$ cat config.mk
export PLATFORM = sky130hd
export DESIGN_NAME = tlpt_ctrl
export DESIGN_NICKNAME = d
export VERILOG_FILES = /design/src/tlpt_pkg.sv /design/src/tlpt_ctrl.sv
export SDC_FILE = /design/constraint.sdc
export NUM_CORES = 1
export LEC_CHECK = 0
export BUFFER_PORTS_ARGS = -buffer_cell sky130_fd_sc_hd__buf_2
export CAP_MARGIN = 20
export CELL_PAD_IN_SITES_DETAIL_PLACEMENT = 1
export CELL_PAD_IN_SITES_GLOBAL_PLACEMENT = 2
export CORE_ASPECT_RATIO = 2
export CORE_MARGIN = 3
export CORE_UTILIZATION = 20
export DETAILED_ROUTE_END_ITERATION = 10
export GPL_TIMING_DRIVEN = 0
export PLACE_DENSITY_LB_ADDON = 0.08
export RECOVER_POWER = 100
export SLEW_MARGIN = 10
export SYNTH_ARGS = -nofsm -noshare
export SYNTH_HDL_FRONTEND = slang
export SYNTH_SLANG_ARGS = --single-unit
$ cat constraint.sdc
create_clock -name clock -period 1.75 [get_ports clock]
set_input_delay 0.175 -clock clock [delete_from_list [all_inputs] [get_ports clock]]
set_output_delay 0.175 -clock clock [all_outputs]
set_load 0.02 [all_outputs]
$ cat src/tlpt_pkg.sv
// Shared types and constants for the two-level page table engine.
package tlpt_pkg;

   // Entry bit positions and address split
   localparam int unsigned BIT_PRESENT  = 0;
   localparam int unsigned BIT_WRITABLE = 1;
   localparam int unsigned BIT_USER     = 2;
   localparam int unsigned BIT_ACCESSED = 5;
   localparam int unsigned BIT_LARGE    = 7;
   localparam int unsigned PAGE_BITS    = 12;
   localparam int unsigned LARGE_BITS   = 22;
   localparam int unsigned IDX_BITS     = 10;
   localparam int unsigned DIR_DEPTH    = 1 << IDX_BITS;
   localparam int unsigned FRAME_BITS   = 32 - PAGE_BITS;

   // Configuration register indexes
   localparam logic [1:0] CSR_WINDOW_BASE = 2'd0;
   localparam logic [1:0] CSR_WINDOW_SIZE = 2'd1;
   localparam logic [1:0] CSR_POOL_BASE   = 2'd2;

   typedef enum logic [2:0] {
      OP_TRANSLATE = 3'd0,
      OP_MAP       = 3'd1,
      OP_UNMAP     = 3'd2,
      OP_TEST_CLR  = 3'd3,
      OP_MAP_LARGE = 3'd4
   } op_type;

   typedef enum logic [2:0] {
      ST_OK         = 3'd0,
      ST_NOT_MAPPED = 3'd1,
      ST_MISALIGNED = 3'd2,
      ST_POOL_EMPTY = 3'd3,
      ST_LARGE_HIT  = 3'd4
   } status_type;

   typedef enum logic [1:0] {
      PHYS_ZERO   = 2'd0,
      PHYS_WINDOW = 2'd1,
      PHYS_LARGE  = 2'd2,
      PHYS_PAGE   = 2'd3
   } phys_sel_type;

   typedef enum logic [1:0] {
      DW_ZERO      = 2'd0,
      DW_NEW_TABLE = 2'd1,
      DW_SET_USER  = 2'd2,
      DW_LARGE     = 2'd3
   } dir_wsel_type;

   typedef enum logic [1:0] {
      PW_ZERO    = 2'd0,
      PW_NEW_PTE = 2'd1,
      PW_CLR_ACC = 2'd2
   } pool_wsel_type;

   typedef enum logic [1:0] {
      PA_SLOT  = 2'd0,
      PA_ALLOC = 2'd1,
      PA_NEW   = 2'd2,
      PA_SWEEP = 2'd3
   } pool_asel_type;

   typedef struct packed {
      logic          capture;
      logic          dir_rd;
      logic          dir_wr;
      dir_wsel_type  dir_wsel;
      logic          pool_rd;
      logic          pool_wr;
      pool_wsel_type pool_wsel;
      pool_asel_type pool_asel;
      logic          sweep_clr;
      logic          sweep_inc;
      logic          alloc_inc;
      logic          res_we;
      status_type    res_status;
      phys_sel_type  res_phys;
      logic          res_acc;
      logic          res_inv;
      logic          res_freed;
      logic          rsp_load;
   } dp_cmd_type;

   typedef struct packed {
      op_type op;
      logic   win_hit;
      logic   pde_present;
      logic   pde_large;
      logic   leaf_ok;
      logic   mis_page;
      logic   mis_page_va;
      logic   mis_large;
      logic   pool_full;
      logic   pte_present;
      logic   pte_accessed;
      logic   sweep_all_last;
      logic   sweep_row_last;
   } dp_status_type;

endpackage

$ cat src/tlpt_ctrl.sv
// Controller: sequences clearing, directory and table accesses, and the result handshake.
module tlpt_ctrl import tlpt_pkg::*; (
   input  logic          clock,
   input  logic          reset,
   input  logic          req_valid,
   output logic          req_ready,
   output logic          rsp_valid,
   input  logic          rsp_ready,
   input  dp_status_type sts,
   output dp_cmd_type    cmd
);

   typedef enum logic [6:0] {
      S_CLEAR  = 7'b0000001,
      S_IDLE   = 7'b0000010,
      S_DIR    = 7'b0000100,
      S_PTE    = 7'b0001000,
      S_SWEEP  = 7'b0010000,
      S_MAPWR  = 7'b0100000,
      S_FINISH = 7'b1000000
   } state_type;

   state_type state_ff, state_in;
   logic      rsp_valid_ff, rsp_valid_in;
   logic      rsp_free;

   assign rsp_free  = !rsp_valid_ff || rsp_ready;
   assign req_ready = (state_ff == S_IDLE);
   assign rsp_valid = rsp_valid_ff;

   always_comb begin
      state_in       = state_ff;
      cmd            = '0;
      cmd.dir_wsel   = DW_ZERO;
      cmd.pool_wsel  = PW_ZERO;
      cmd.pool_asel  = PA_SLOT;
      cmd.res_status = ST_NOT_MAPPED;
      cmd.res_phys   = PHYS_ZERO;

      case (state_ff)
         S_CLEAR: begin
            // zero both memories, directory rows repeat harmlessly
            cmd.dir_wr    = 1'b1;
            cmd.pool_wr   = 1'b1;
            cmd.pool_asel = PA_SWEEP;
            cmd.sweep_inc = 1'b1;
            if (sts.sweep_all_last) begin
               state_in = S_IDLE;
            end
         end
         S_IDLE: begin
            if (req_valid) begin
               cmd.capture = 1'b1;
               cmd.dir_rd  = 1'b1;
               state_in    = S_DIR;
            end
         end
         S_DIR: begin
            cmd.res_we = 1'b1;
            state_in   = S_FINISH;
            case (sts.op)
               OP_TRANSLATE: begin
                  if (sts.win_hit) begin
                     cmd.res_status = ST_OK;
                     cmd.res_phys   = PHYS_WINDOW;
                  end else if (sts.pde_large) begin
                     cmd.res_status = ST_OK;
                     cmd.res_phys   = PHYS_LARGE;
                  end else if (sts.leaf_ok) begin
                     cmd.res_we  = 1'b0;
                     cmd.pool_rd = 1'b1;
                     state_in    = S_PTE;
                  end
               end
               OP_MAP: begin
                  if (sts.mis_page) begin
                     cmd.res_status = ST_MISALIGNED;
                  end else if (sts.pde_large) begin
                     cmd.res_status = ST_LARGE_HIT;
                  end else if (!sts.pde_present && sts.pool_full) begin
                     cmd.res_status = ST_POOL_EMPTY;
                  end else if (!sts.pde_present) begin
                     // take the next pool table, then clear it
                     cmd.res_we    = 1'b0;
                     cmd.dir_wr    = 1'b1;
                     cmd.dir_wsel  = DW_NEW_TABLE;
                     cmd.sweep_clr = 1'b1;
                     state_in      = S_SWEEP;
                  end else if (sts.leaf_ok) begin
                     cmd.dir_wr     = 1'b1;
                     cmd.dir_wsel   = DW_SET_USER;
                     cmd.pool_wr    = 1'b1;
                     cmd.pool_wsel  = PW_NEW_PTE;
                     cmd.res_status = ST_OK;
                     cmd.res_inv    = 1'b1;
                  end
               end
               OP_UNMAP, OP_TEST_CLR: begin
                  if (sts.op == OP_UNMAP && sts.mis_page_va) begin
                     cmd.res_status = ST_MISALIGNED;
                  end else if (sts.leaf_ok) begin
                     cmd.res_we  = 1'b0;
                     cmd.pool_rd = 1'b1;
                     state_in    = S_PTE;
                  end
               end
               OP_MAP_LARGE: begin
                  if (sts.mis_large) begin
                     cmd.res_status = ST_MISALIGNED;
                  end else begin
                     cmd.dir_wr     = 1'b1;
                     cmd.dir_wsel   = DW_LARGE;
                     cmd.res_status = ST_OK;
                     cmd.res_inv    = 1'b1;
                  end
               end
               default: begin
                  cmd.res_status = ST_NOT_MAPPED;
               end
            endcase
         end
         S_PTE: begin
            cmd.res_we = 1'b1;
            state_in   = S_FINISH;
            case (sts.op)
               OP_TRANSLATE: begin
                  if (sts.pte_present) begin
                     cmd.res_status = ST_OK;
                     cmd.res_phys   = PHYS_PAGE;
                  end
               end
               OP_UNMAP: begin
                  cmd.pool_wr   = 1'b1;
                  cmd.res_inv   = 1'b1;
                  cmd.res_freed = 1'b1;
                  if (sts.pte_present) begin
                     cmd.res_status = ST_OK;
                  end
               end
               OP_TEST_CLR: begin
                  if (sts.pte_present) begin
                     cmd.res_status = ST_OK;
                     if (sts.pte_accessed) begin
                        cmd.pool_wr   = 1'b1;
                        cmd.pool_wsel = PW_CLR_ACC;
                        cmd.res_acc   = 1'b1;
                        cmd.res_inv   = 1'b1;
                     end
                  end
               end
               default: begin
                  cmd.res_status = ST_NOT_MAPPED;
               end
            endcase
         end
         S_SWEEP: begin
            cmd.pool_wr   = 1'b1;
            cmd.pool_asel = PA_ALLOC;
            cmd.sweep_inc = 1'b1;
            if (sts.sweep_row_last) begin
               state_in = S_MAPWR;
            end
         end
         S_MAPWR: begin
            cmd.pool_wr    = 1'b1;
            cmd.pool_wsel  = PW_NEW_PTE;
            cmd.pool_asel  = PA_NEW;
            cmd.alloc_inc  = 1'b1;
            cmd.res_we     = 1'b1;
            cmd.res_status = ST_OK;
            cmd.res_inv    = 1'b1;
            state_in       = S_FINISH;
         end
         S_FINISH: begin
            // hold until the output register drains
            if (rsp_free) begin
               cmd.rsp_load = 1'b1;
               state_in     = S_IDLE;
            end
         end
         default: begin
            state_in = S_CLEAR;
         end
      endcase
   end

   always_comb begin
      rsp_valid_in = rsp_valid_ff;
      if (cmd.rsp_load) begin
         rsp_valid_in = 1'b1;
      end else if (rsp_ready) begin
         rsp_valid_in = 1'b0;
      end
   end

   always_ff @(posedge clock) begin
      if (reset) begin
         state_ff     <= S_CLEAR;
         rsp_valid_ff <= 1'b0;
      end else begin
         state_ff     <= state_in;
         rsp_valid_ff <= rsp_valid_in;
      end
   end

endmodule

# Word level (Yosys, flattened, before mapping)
# Cells that the tools add are included.
# W data, S select, Z words.
[op_classes]
eq_ne = 15
mux = 95
n_reduce_logical = 12
[ops]
columns = ["op", "n"]
rows = [
  ["$mux W7", 12],
  ["$mux W3", 20],
  ["$pmux W7 S6", 1],
  ["$mux W1", 36],
  ["$pmux W7 S3", 1],
  ["$mux W2", 10],
  ["$pmux W2 S3", 2],
  ["$pmux W3 S2", 2],
  ["$pmux W3 S4", 1],
  ["$pmux W4 S3", 1],
  ["$pmux W1 S2", 5],
  ["$pmux W1 S3", 3],
  ["$ne A2 B2 Y1 const B", 4],
  ["$eq A7 B1 Y1 const B", 1],
  ["$eq A7 B2 Y1 const B", 1],
  ["$eq A7 B3 Y1 const B", 1],
  ["$eq A7 B4 Y1 const B", 1],
  ["$eq A7 B5 Y1 const B", 1],
  ["$eq A7 B6 Y1 const B", 1],
  ["$eq A7 B7 Y1 const B", 1],
  ["$eq A3 B2 Y1 const B", 2],
  ["$reduce_or A2 Y1", 3],
  ["$pmux W2 S2", 1],
  ["$reduce_and A4 Y1", 1],
  ["other kinds (8)", 10],
]
[word_totals]
ff_bits = 8
inputBits = 19
out_inout_bits = 26
wordCells = 124

# Longest topological paths before layout
# Gate-level depths: netlist of run 1.
[depth]
word_depth = 7
depth_mapped = 6
mapped_depth_nobuf = 5

# Worst setup path after synthesis of run 1
# No wires, ideal clock.
[synth_path]
path_kind = "register to output"
startpoint = "reg state_ff[6]"
endpoint = "out cmd[2] in the netlist's numbering"
arrival_ns = 2.150
required_time_ns = 1.575
setup_slack_ns = -0.575
path_stages_with_launch = 6
n_path_buf = 1
path_cell_list = "dfxtp_1 buf_6 or4_4 or3_4 a211oi_1 nand2b_1"
[synth_rtl]
columns = ["item", "line_no", "source"]
rows = [
  ["from (decl)", "tlpt_ctrl.sv:23", "state_type state_ff, state_in;"],
  ["from (signal assigned)", "tlpt_ctrl.sv:201", "state_ff <= state_in;"],
  ["to (decl)", "tlpt_ctrl.sv:10", "output dp_cmd_type cmd"],
]

==> flow_summary_export.csv, run 1 <==
group,metric,value,unit
cells_and_area,nets,209,
placement,io_buffer_count,44,
clock_network,cts_tree,"done",
outcome,failed_checks,"negative setup slack",
flow_run,drv_cap,0,
yosys,yosysWarnings,0,
pwr,power.density,526,nW/um2
sta,final_max_slew_viol_count,0,
pwr,switching_share,0.367,
yosys,synthArstFlopShare,0,
sta,finalSetupViolCount,18,
floorplan,die_w,52.7,um
pwr,p_clk_frac,0.255,
yosys,synth_top_area_frac,0.184,
placement,gp_congestion,0.801,
yosys,ys_seq_area_frac,0.184,
sta,max_freq,462,MHz
yosys,synthTopCellsByArea,"dfxtp_1 (18%), nor2_1 (6.9%), nand2_1 (6.5%)",
outcome,status,"finished, violations left",
yosys,synth_top_area_cell,"dfxtp_1",
pwr,p_int,0.534,mW
route,drc_errors,0,
cells_and_area,areaGrowthSynthToFinish,84.2,%
sta,maxSlewHeadroom,0.584,
grt,grt_pass1_wl,6.42,mm
yosys,synth.most_common_cell,"nor2_1",
grt,grt_usage,0.162,
worst_setup_path,r2r_slack,-170,ps
clock_network,clk_pin_slew_worst_paths,40,ps
worst_setup_path,critPathSlowestCell,"or4_4",
grt,grt_overflow,0,
sta,finalCritPeriodShare,1.24,
route,num_vias,1197,
floorplan,coreArea,4130,um2
worst_setup_path,crit_type,"flop to output pin",
worst_setup_path,critPathArrivalTime,1990,ps
route,ant_nets,0,
sta,clock-skew-final,3.53,ps
cells_and_area,drive_gt1_frac,0.564,
worst_setup_path,cp-start-kind,"flop",
pwr,ir_drop,0.186,mV
yosys,netlist_instances,131,
sta,period_minus_slack,2170,ps
clock_network,cts_buffer_depth,2,
cells_and_area,nFillCells,518,
sta,fin_ws,-416,ps
placement,dp.final_hpwl,3.05,mm
clock_network,cts_max_level,1,
pwr,p_comb_frac,0.488,
clock_network,numCtsBuffers,3,
yosys,syn-cell-area,871,um2
floorplan,die_h,99.3,um
grt,grt_max_degree,12,
pwr,p_seq_frac,0.257,
sta,rsz0062_at_grt,"yes",
floorplan,initial_core_util,0.211,
worst_setup_path,critPathRequiredTime,1570,ps
clock_network,cts.sinks,8,
floorplan,die_area,5230,um2
pwr,p_leak,0.649,nW
yosys,netlist_top_cells_count,"nor2_1 (16), nand2_1 (15), nand3_1 (9), dfxtp_1 (8)",
sta,timing.hold.ws,147,ps
yosys,synth_enable_flop_cells,0,
worst_setup_path,critPathMaxStageDelay,550,ps
floorplan,rows,33,
worst_hold_path,hold_class,"input port to flop",
yosys,syn_nets,150,
cells_and_area,antennaDiodeCount,0,
clock_network,root_buffer,"clkbuf_8",
worst_setup_path,crit_chain,"or4_4 > or3_4 > a211oi_4 > nand2b_4 > buf_6",
floorplan,io_pins,45,
placement,dp.cells,227,
route,drt_pass1_iterations,4,
grt,grt_pass1_vias,1308,
cells_and_area,final_cells,240,
pwr,p_sw,0.310,mW
worst_setup_path,cp_max_fo,5,
yosys,avgSynthCellArea,6.65,um2
sta,worst_slew_pin_slew,623,ps
route,drt_wl_total,3.89,mm
clock_network,postCtsHoldBufs,0,
route,wire_per_inst,16.2,um
worst_setup_path,end_kind,"output pin",
clock_network,clkLatencyLatePin,220,ps
yosys,synthDistinctLibCells,40,
yosys,ys.flop_type,"dfxtp_1",
route,drt-initial-drc-count,13,
grt,antenna_found_initial,0,
sta,final-hold-violation-count,0,
route,vias_per_cell,4.99,
yosys,synth-seq-cells,8,
-- layout by cell type, fill, tap and decap left out, types with 4 or more instances in the layout --
cell / count
buf_2: 23
buf_4: 20
buf_6: 15
nor2_1: 13
nand2_1: 12
nand3_1: 7
nand2b_1: 6
dfxtp_2: 5
a21oi_1: 4
-- final timing paths --
kind	start	endpoint	cells past startpoint
worst max-delay path	state_ff[3]	cmd[2]	5
worst min-delay path	reset	state_ff[3]	2
worst max register to register	state_ff[3]	state_ff[6]	6
worst min register to register	rsp_valid	rsp_valid	2
-- power by group through the flow --
stage	sequential (mW)	combinational [mW]	clock, mW
2_1_floorplan	0.205	0.208	0
3_3_place_gp	0.208	0.311	0
3_5_place_dp	0.208	0.316	0
4_1_cts	0.220	0.366	0.225
5_1_grt	0.220	0.443	0.238
6_report	0.217	0.412	0.215
-- critical path, delay by kind of cell, from the launching register on --
kind / cells / cell delay, ps
buffers and inverters: 1 / 110
DFF: 1 / 310
and+or+nand+nor: 3 / 1130
AOI/OAI and AO/OA: 1 / 210
-- metal layers --
layer	wire (um)	GRT usage
met5	0	0
met4	98	0.0709
met3	159	0.0165
met2	2400	0.327
met1	1230	0.150
-- metrics by stage --
step	TNS [ps]	setup WS, ps	power (mW)	cell area (um2)	util
floorplan	-1560	-262	0.413	940	-
global placement	-8210	-669	0.519	1220	0.297
detailed placement	-8560	-642	0.524	1220	0.297
CTS	-5990	-506	0.810	1520	0.367
global route	-6930	-494	0.901	1600	0.388
finish	-4590	-416	0.844	1600	0.388
-- sequential cells by signal, indices dropped and copies added (netlist names) --
register	count
state_ff	7
rsp_valid	1
-- what timing repair did --
item                                    CTS  global route
resized for setup                        59            23
buffers inserted                          9             5
endpoints found under the setup margin   31            28
pin swaps                                18             7
-- logic make-up after synthesis --
| group | count (synthesis) | synth area share |
|---|---|---|
| and+or+nand+nor | 79 | 0.497 |
| AOI/OAI and AO/OA | 26 | 0.197 |
| xor gates and xnor gates | 4 | 0.0402 |
| DFF | 8 | 0.184 |
| buffers and inverters | 14 | 0.0819 |
-- layout make-up --
cell class	instances	area (um2)	area share
buffer	8	53.8	0.0335
clock buffer	3	41.3	0.0257
inverter	3	11.3	0.00702
multi-input combinational	109	842	0.525
sequential	8	170	0.106
tap	52	65.1	0.0406
timing repair buffer	57	420	0.262
No activity file was read; power rests on OpenSTA's default activity.
==> run 2: changes to the inputs <==
Settings changed: CAP_MARGIN 20 to 10, CORE_UTILIZATION 20 to 22.
Clock period 1.75 ns to 2.1 ns, I/O delays scaled along.
==> flow_summary_export.csv, run 2 (synthesized netlist as in run 1, its figures left out) <==
group,metric,value,unit
worst_setup_path,cp_num_buf_inv,4,
floorplan,rows,31,
worst_setup_path,r2r-end,"state_ff[6]",
route,drc_errors,0,
sta,rsz0062_at_grt,"yes",
floorplan,coreArea,3720,um2
grt,grt_pass1_wl,5.87,mm
grt,antenna_found_initial,0,
sta,worst_slew_pin_slew,834,ps
cells_and_area,nets,206,
route,drt_pass1_iterations,3,
outcome,failed_checks,"negative setup slack",
worst_setup_path,r2r_cells,6,
sta,max_freq,441,MHz
floorplan,die_area,4790,um2
cells_and_area,final_cells,234,
placement,io_buffer_count,44,
sta,fin_setup_tns,-805,ps
cells_and_area,final_cell_mix,"buf_2 (29), nor2_1 (16), buf_4 (15)",
worst_setup_path,critPathArrivalTime,2060,ps
pwr,ir_drop,0.394,mV
cells_and_area,multiInputGateArea,788,um2
pwr,power.density,429,nW/um2
sta,finalCritPeriodShare,1.08,
clock_network,numCtsBuffers,3,
cells_and_area,fin_util,0.399,
route,drt-initial-drc-count,10,
clock_network,root_buffer,"clkbuf_8",
worst_setup_path,r2r_slack,200,ps
worst_setup_path,end_kind,"output pin",
sta,maxSlewHeadroom,0.430,
worst_hold_path,hold_depth,2,
cells_and_area,drive_gt1_frac,0.470,
cells_and_area,largest_register_ffs,7,
worst_setup_path,critical_path.top_delay_family,"simple AND/OR/NAND/NOR gates",
worst_setup_path,critPathSlowestCell,"or4_4",
worst_setup_path,critPathRequiredTime,1890,ps
grt,grt_overflow,0,
worst_setup_path,cp-startpoint,"state_ff[6]",
cells_and_area,final_area,1490,um2
worst_hold_path,holdPathEnd,"rsp_valid",
flow_run,drv_cap,0,
floorplan,initial_core_util,0.234,
sta,final-hold-violation-count,0,
worst_setup_path,critPathMaxStageDelay,510,ps
worst_hold_path,hold_class,"input port to flop",
placement,dp.final_hpwl,2.91,mm
clock_network,clk_pin_slew_worst_paths,40,ps
clock_network,cts_tree,"done",
worst_setup_path,crit_type,"flop to output pin",
floorplan,die_w,50.5,um
cells_and_area,regMostFlops,"state_ff",
cells_and_area,layout_commonest_cell,"buf_2",
worst_hold_path,hp-start,"reset",
grt,grt_usage,0.156,
worst_setup_path,crit_chain,"or4_4 > buf_6 > nor3_4 > buf_4 > buf_6 > nand3b_1 > a21oi_1 > buf_4",
route,drt_wl_total,3.58,mm
outcome,status,"finished, violations left",
clock_network,cts_max_level,1,
placement,gp_congestion,0.813,
sta,clock-skew-final,0.271,ps
route,wire_per_inst,15.3,um
placement,dp.cells,224,
clock_network,clkLatencyLatePin,220,ps
clock_network,cts.sinks,8,
cells_and_area,antennaDiodeCount,0,
route,vias_per_cell,5.08,
placement,dpl_cell_area,1160,um2
sta,period_minus_slack,2270,ps
cells_and_area,seq_area,165,um2
sta,fin_ws,-166,ps
pwr,finalPower,0.637,mW
sta,finalSetupViolCount,11,
sta,final_max_slew_viol_count,0,
clock_network,cts_buffer_depth,2,
grt,grt_pass1_vias,1249,
grt,grt_max_degree,11,
worst_setup_path,r2r-start,"state_ff[6]",
worst_setup_path,cp_max_fo,4,
floorplan,die_h,95.0,um
floorplan,io_pins,45,
pwr,p_leak,0.628,nW
route,ant_nets,0,
placement,dp_slack,-454,ps
route,num_vias,1188,
worst_setup_path,cp-start-kind,"flop",
cells_and_area,areaGrowthSynthToFinish,70.5,%
sta,timing.hold.ws,187,ps
cells_and_area,nFillCells,493,
clock_network,postCtsHoldBufs,0,
## run 2: changes by cell type in the layout (fill, tap and decap cells not counted), sizes merged
cell	previous run	this run
buf	58	56
clkbuf	10	9
## run 2: report_power, final
part / total, mW / switching (mW) / internal, mW / leakage (nW)
clock: 0.179 / 0.0556 / 0.124 / 0.0216
combinational: 0.274 / 0.158 / 0.116 / 0.541
sequential: 0.184 / 0.0234 / 0.160 / 0.0655
total: 0.637 / 0.237 / 0.400 / 0.628
## run 2: final cells by class
type / instances / share of cell area
Sequential cell: 8 / 0.111
Buffer: 7 / 0.0270
Multi-Input combinational cell: 109 / 0.531
Clock buffer: 3 / 0.0278
Timing Repair Buffer: 55 / 0.254
Inverter: 3 / 0.00758
Tap cell: 49 / 0.0413
## run 2: worst max-delay path by stage
| stage | endpoint | cells past startpoint |
|---|---|---|
| finish | cmd[5] | 8 |
| global route | cmd[21] | 8 |
| CTS | cmd[2] | 5 |
| detailed placement | cmd[4] | 7 |
| global placement | cmd[4] | 7 |
| floorplan | cmd[2] | 5 |
## run 2: layer usage
layer | track usage | vias to the layer above | wire length, um | part of all wire
met2 | 0.317 | 30 | 2170 | 0.61
met3 | 0.0158 | 7 | 155 | 0.043
li1 | - | 581 | - | -
met1 | 0.154 | 570 | 1160 | 0.33
met5 | 0 | - | 0 | 0
met4 | 0.0584 | 0 | 88 | 0.025
## run 2: what timing repair did
action	4_1_cts	5_1_grt
setup endpoints to repair	19	17
pin swaps	5	10
gates resized for setup	30	31
setup buffers	7	4
==> run 3: changes to the inputs <==
Settings changed: SKIP_LAST_GASP set to 1.
==> flow_summary_export.csv, run 3 (synthesized netlist as in run 1, its figures left out) <==
group,metric,value,unit
cells_and_area,drive_gt1_frac,0.478,
cells_and_area,nets,205,
sta,finalCritPeriodShare,1.08,
placement,gp_congestion,0.813,
floorplan,io_pins,45,
worst_hold_path,hold_depth,2,
floorplan,die_h,95.0,um
clock_network,clk_pin_slew_worst_paths,40,ps
worst_setup_path,r2r-start,"state_ff[6]",
route,drt-initial-drc-count,10,
worst_setup_path,r2r-end,"state_ff[6]",
sta,clock-skew-final,0.360,ps
worst_hold_path,holdPathEnd,"rsp_valid",
cells_and_area,seq_area,165,um2
route,drc_errors,0,
cells_and_area,largest_register_ffs,7,
cells_and_area,nFillCells,496,
clock_network,cts_tree,"done",
clock_network,numCtsBuffers,3,
sta,period_minus_slack,2260,ps
clock_network,cts_buffer_depth,2,
worst_hold_path,hp-start,"reset",
grt,grt_pass1_wl,5.89,mm
floorplan,initial_core_util,0.234,
route,drt_wl_total,3.56,mm
clock_network,postCtsHoldBufs,0,
sta,fin_setup_tns,-609,ps
sta,worst_slew_pin_slew,830,ps
route,num_vias,1177,
worst_setup_path,r2r_cells,6,
clock_network,cts.sinks,8,
clock_network,cts_max_level,1,
grt,antenna_found_initial,0,
outcome,status,"finished, violations left",
worst_setup_path,r2r_slack,180,ps
worst_setup_path,critPathRequiredTime,1890,ps
sta,finalSetupViolCount,9,
route,vias_per_cell,5.05,
grt,grt_overflow,0,
cells_and_area,final_area,1470,um2
cells_and_area,areaGrowthSynthToFinish,69.3,%
route,ant_nets,0,
worst_setup_path,cp_max_fo,4,
cells_and_area,antennaDiodeCount,0,
flow_run,drv_cap,0,
sta,final_max_slew_viol_count,0,
sta,maxSlewHeadroom,0.432,
outcome,failed_checks,"negative setup slack",
grt,grt_pass1_vias,1260,
floorplan,die_w,50.5,um
floorplan,die_area,4790,um2
sta,fin_ws,-160,ps
placement,dpl_cell_area,1160,um2
worst_hold_path,hold_class,"input port to flop",
pwr,ir_drop,0.393,mV
placement,dp.final_hpwl,2.91,mm
pwr,power.density,436,nW/um2
route,drt_pass1_iterations,4,
grt,grt_max_degree,11,
floorplan,coreArea,3720,um2
sta,final-hold-violation-count,0,
worst_setup_path,end_kind,"output pin",
cells_and_area,final_cells,233,
worst_setup_path,crit_type,"flop to output pin",
placement,dp.cells,224,
route,wire_per_inst,15.3,um
grt,grt_usage,0.156,
worst_setup_path,cp-start-kind,"flop",
clock_network,root_buffer,"clkbuf_8",
floorplan,rows,31,
pwr,p_leak,0.631,nW
cells_and_area,multiInputGateArea,786,um2
sta,max_freq,442,MHz
sta,rsz0062_at_grt,"yes",
worst_setup_path,critPathArrivalTime,2050,ps
cells_and_area,final_cell_mix,"buf_2 (31), nor2_1 (16), buf_4 (13)",
cells_and_area,regMostFlops,"state_ff",
placement,io_buffer_count,44,
clock_network,clkLatencyLatePin,220,ps
cells_and_area,layout_commonest_cell,"buf_2",
-- run 3: repair_timing --
| action | in CTS | in global routing |
|---|---|---|
| gates resized for setup | 19 | 40 |
| buffers inserted | 7 | 3 |
| pin swaps | 4 | 7 |
| setup endpoints to repair | 19 | 17 |
-- run 3: routing by layer --
metal / vias to the layer above / global-route usage / wire length (um)
li1: 578 / - / -
met1: 562 / 0.154 / 1160
met2: 30 / 0.318 / 2170
met3: 7 / 0.0158 / 147
met4: 0 / 0.0584 / 88
met5: - / 0 / 0
-- run 3: report_power, final --
part | internal [mW] | leakage (nW) | total (mW) | switching (mW)
Clock | 0.124 | 0.0216 | 0.180 | 0.0561
Combinational | 0.119 | 0.544 | 0.278 | 0.159
Sequential | 0.160 | 0.0655 | 0.184 | 0.0235
Total | 0.403 | 0.631 | 0.642 | 0.239
-- run 3: area by class of cell --
class,count,share of cell area
plain buffers,7,0.0272
clock buffers,3,0.0280
inverters,3,0.00764
multi-input cells,109,0.533
flip-flops and latches,8,0.112
well taps,49,0.0416
repair buffers,54,0.250
-- run 3: worst max-delay path: stages (launching register included) --
cell and delay (ps):
dfxtp_4 330, or4_4 530, or3_4 410, a211oi_4 250, nand2b_4 190, buf_6 110
-- run 3: stage by stage --
stage	utilization	power (mW)	hold WS, ps	worst slack, ps
finish	0.396	0.642	187	-160
global route	0.396	0.680	196	-216
CTS	0.355	0.622	188	-198
detailed placement	0.312	0.420	427	-454
global placement	0.312	0.417	419	-387
floorplan	-	0.328	279	-32.8
-- run 3: how the worst max path moves through the flow --
stage | slack, ps | endpoint | from | depth (start not counted)
floorplan | -30 | cmd[2] | state_ff[6] | 5
global placement | -390 | cmd[4] | state_ff[0] | 7
detailed placement | -450 | cmd[4] | state_ff[0] | 7
CTS | -200 | cmd[2] | state_ff[6] | 5
global route | -220 | cmd[6] | state_ff[6] | 7
finish | -160 | cmd[2] | state_ff[6] | 5
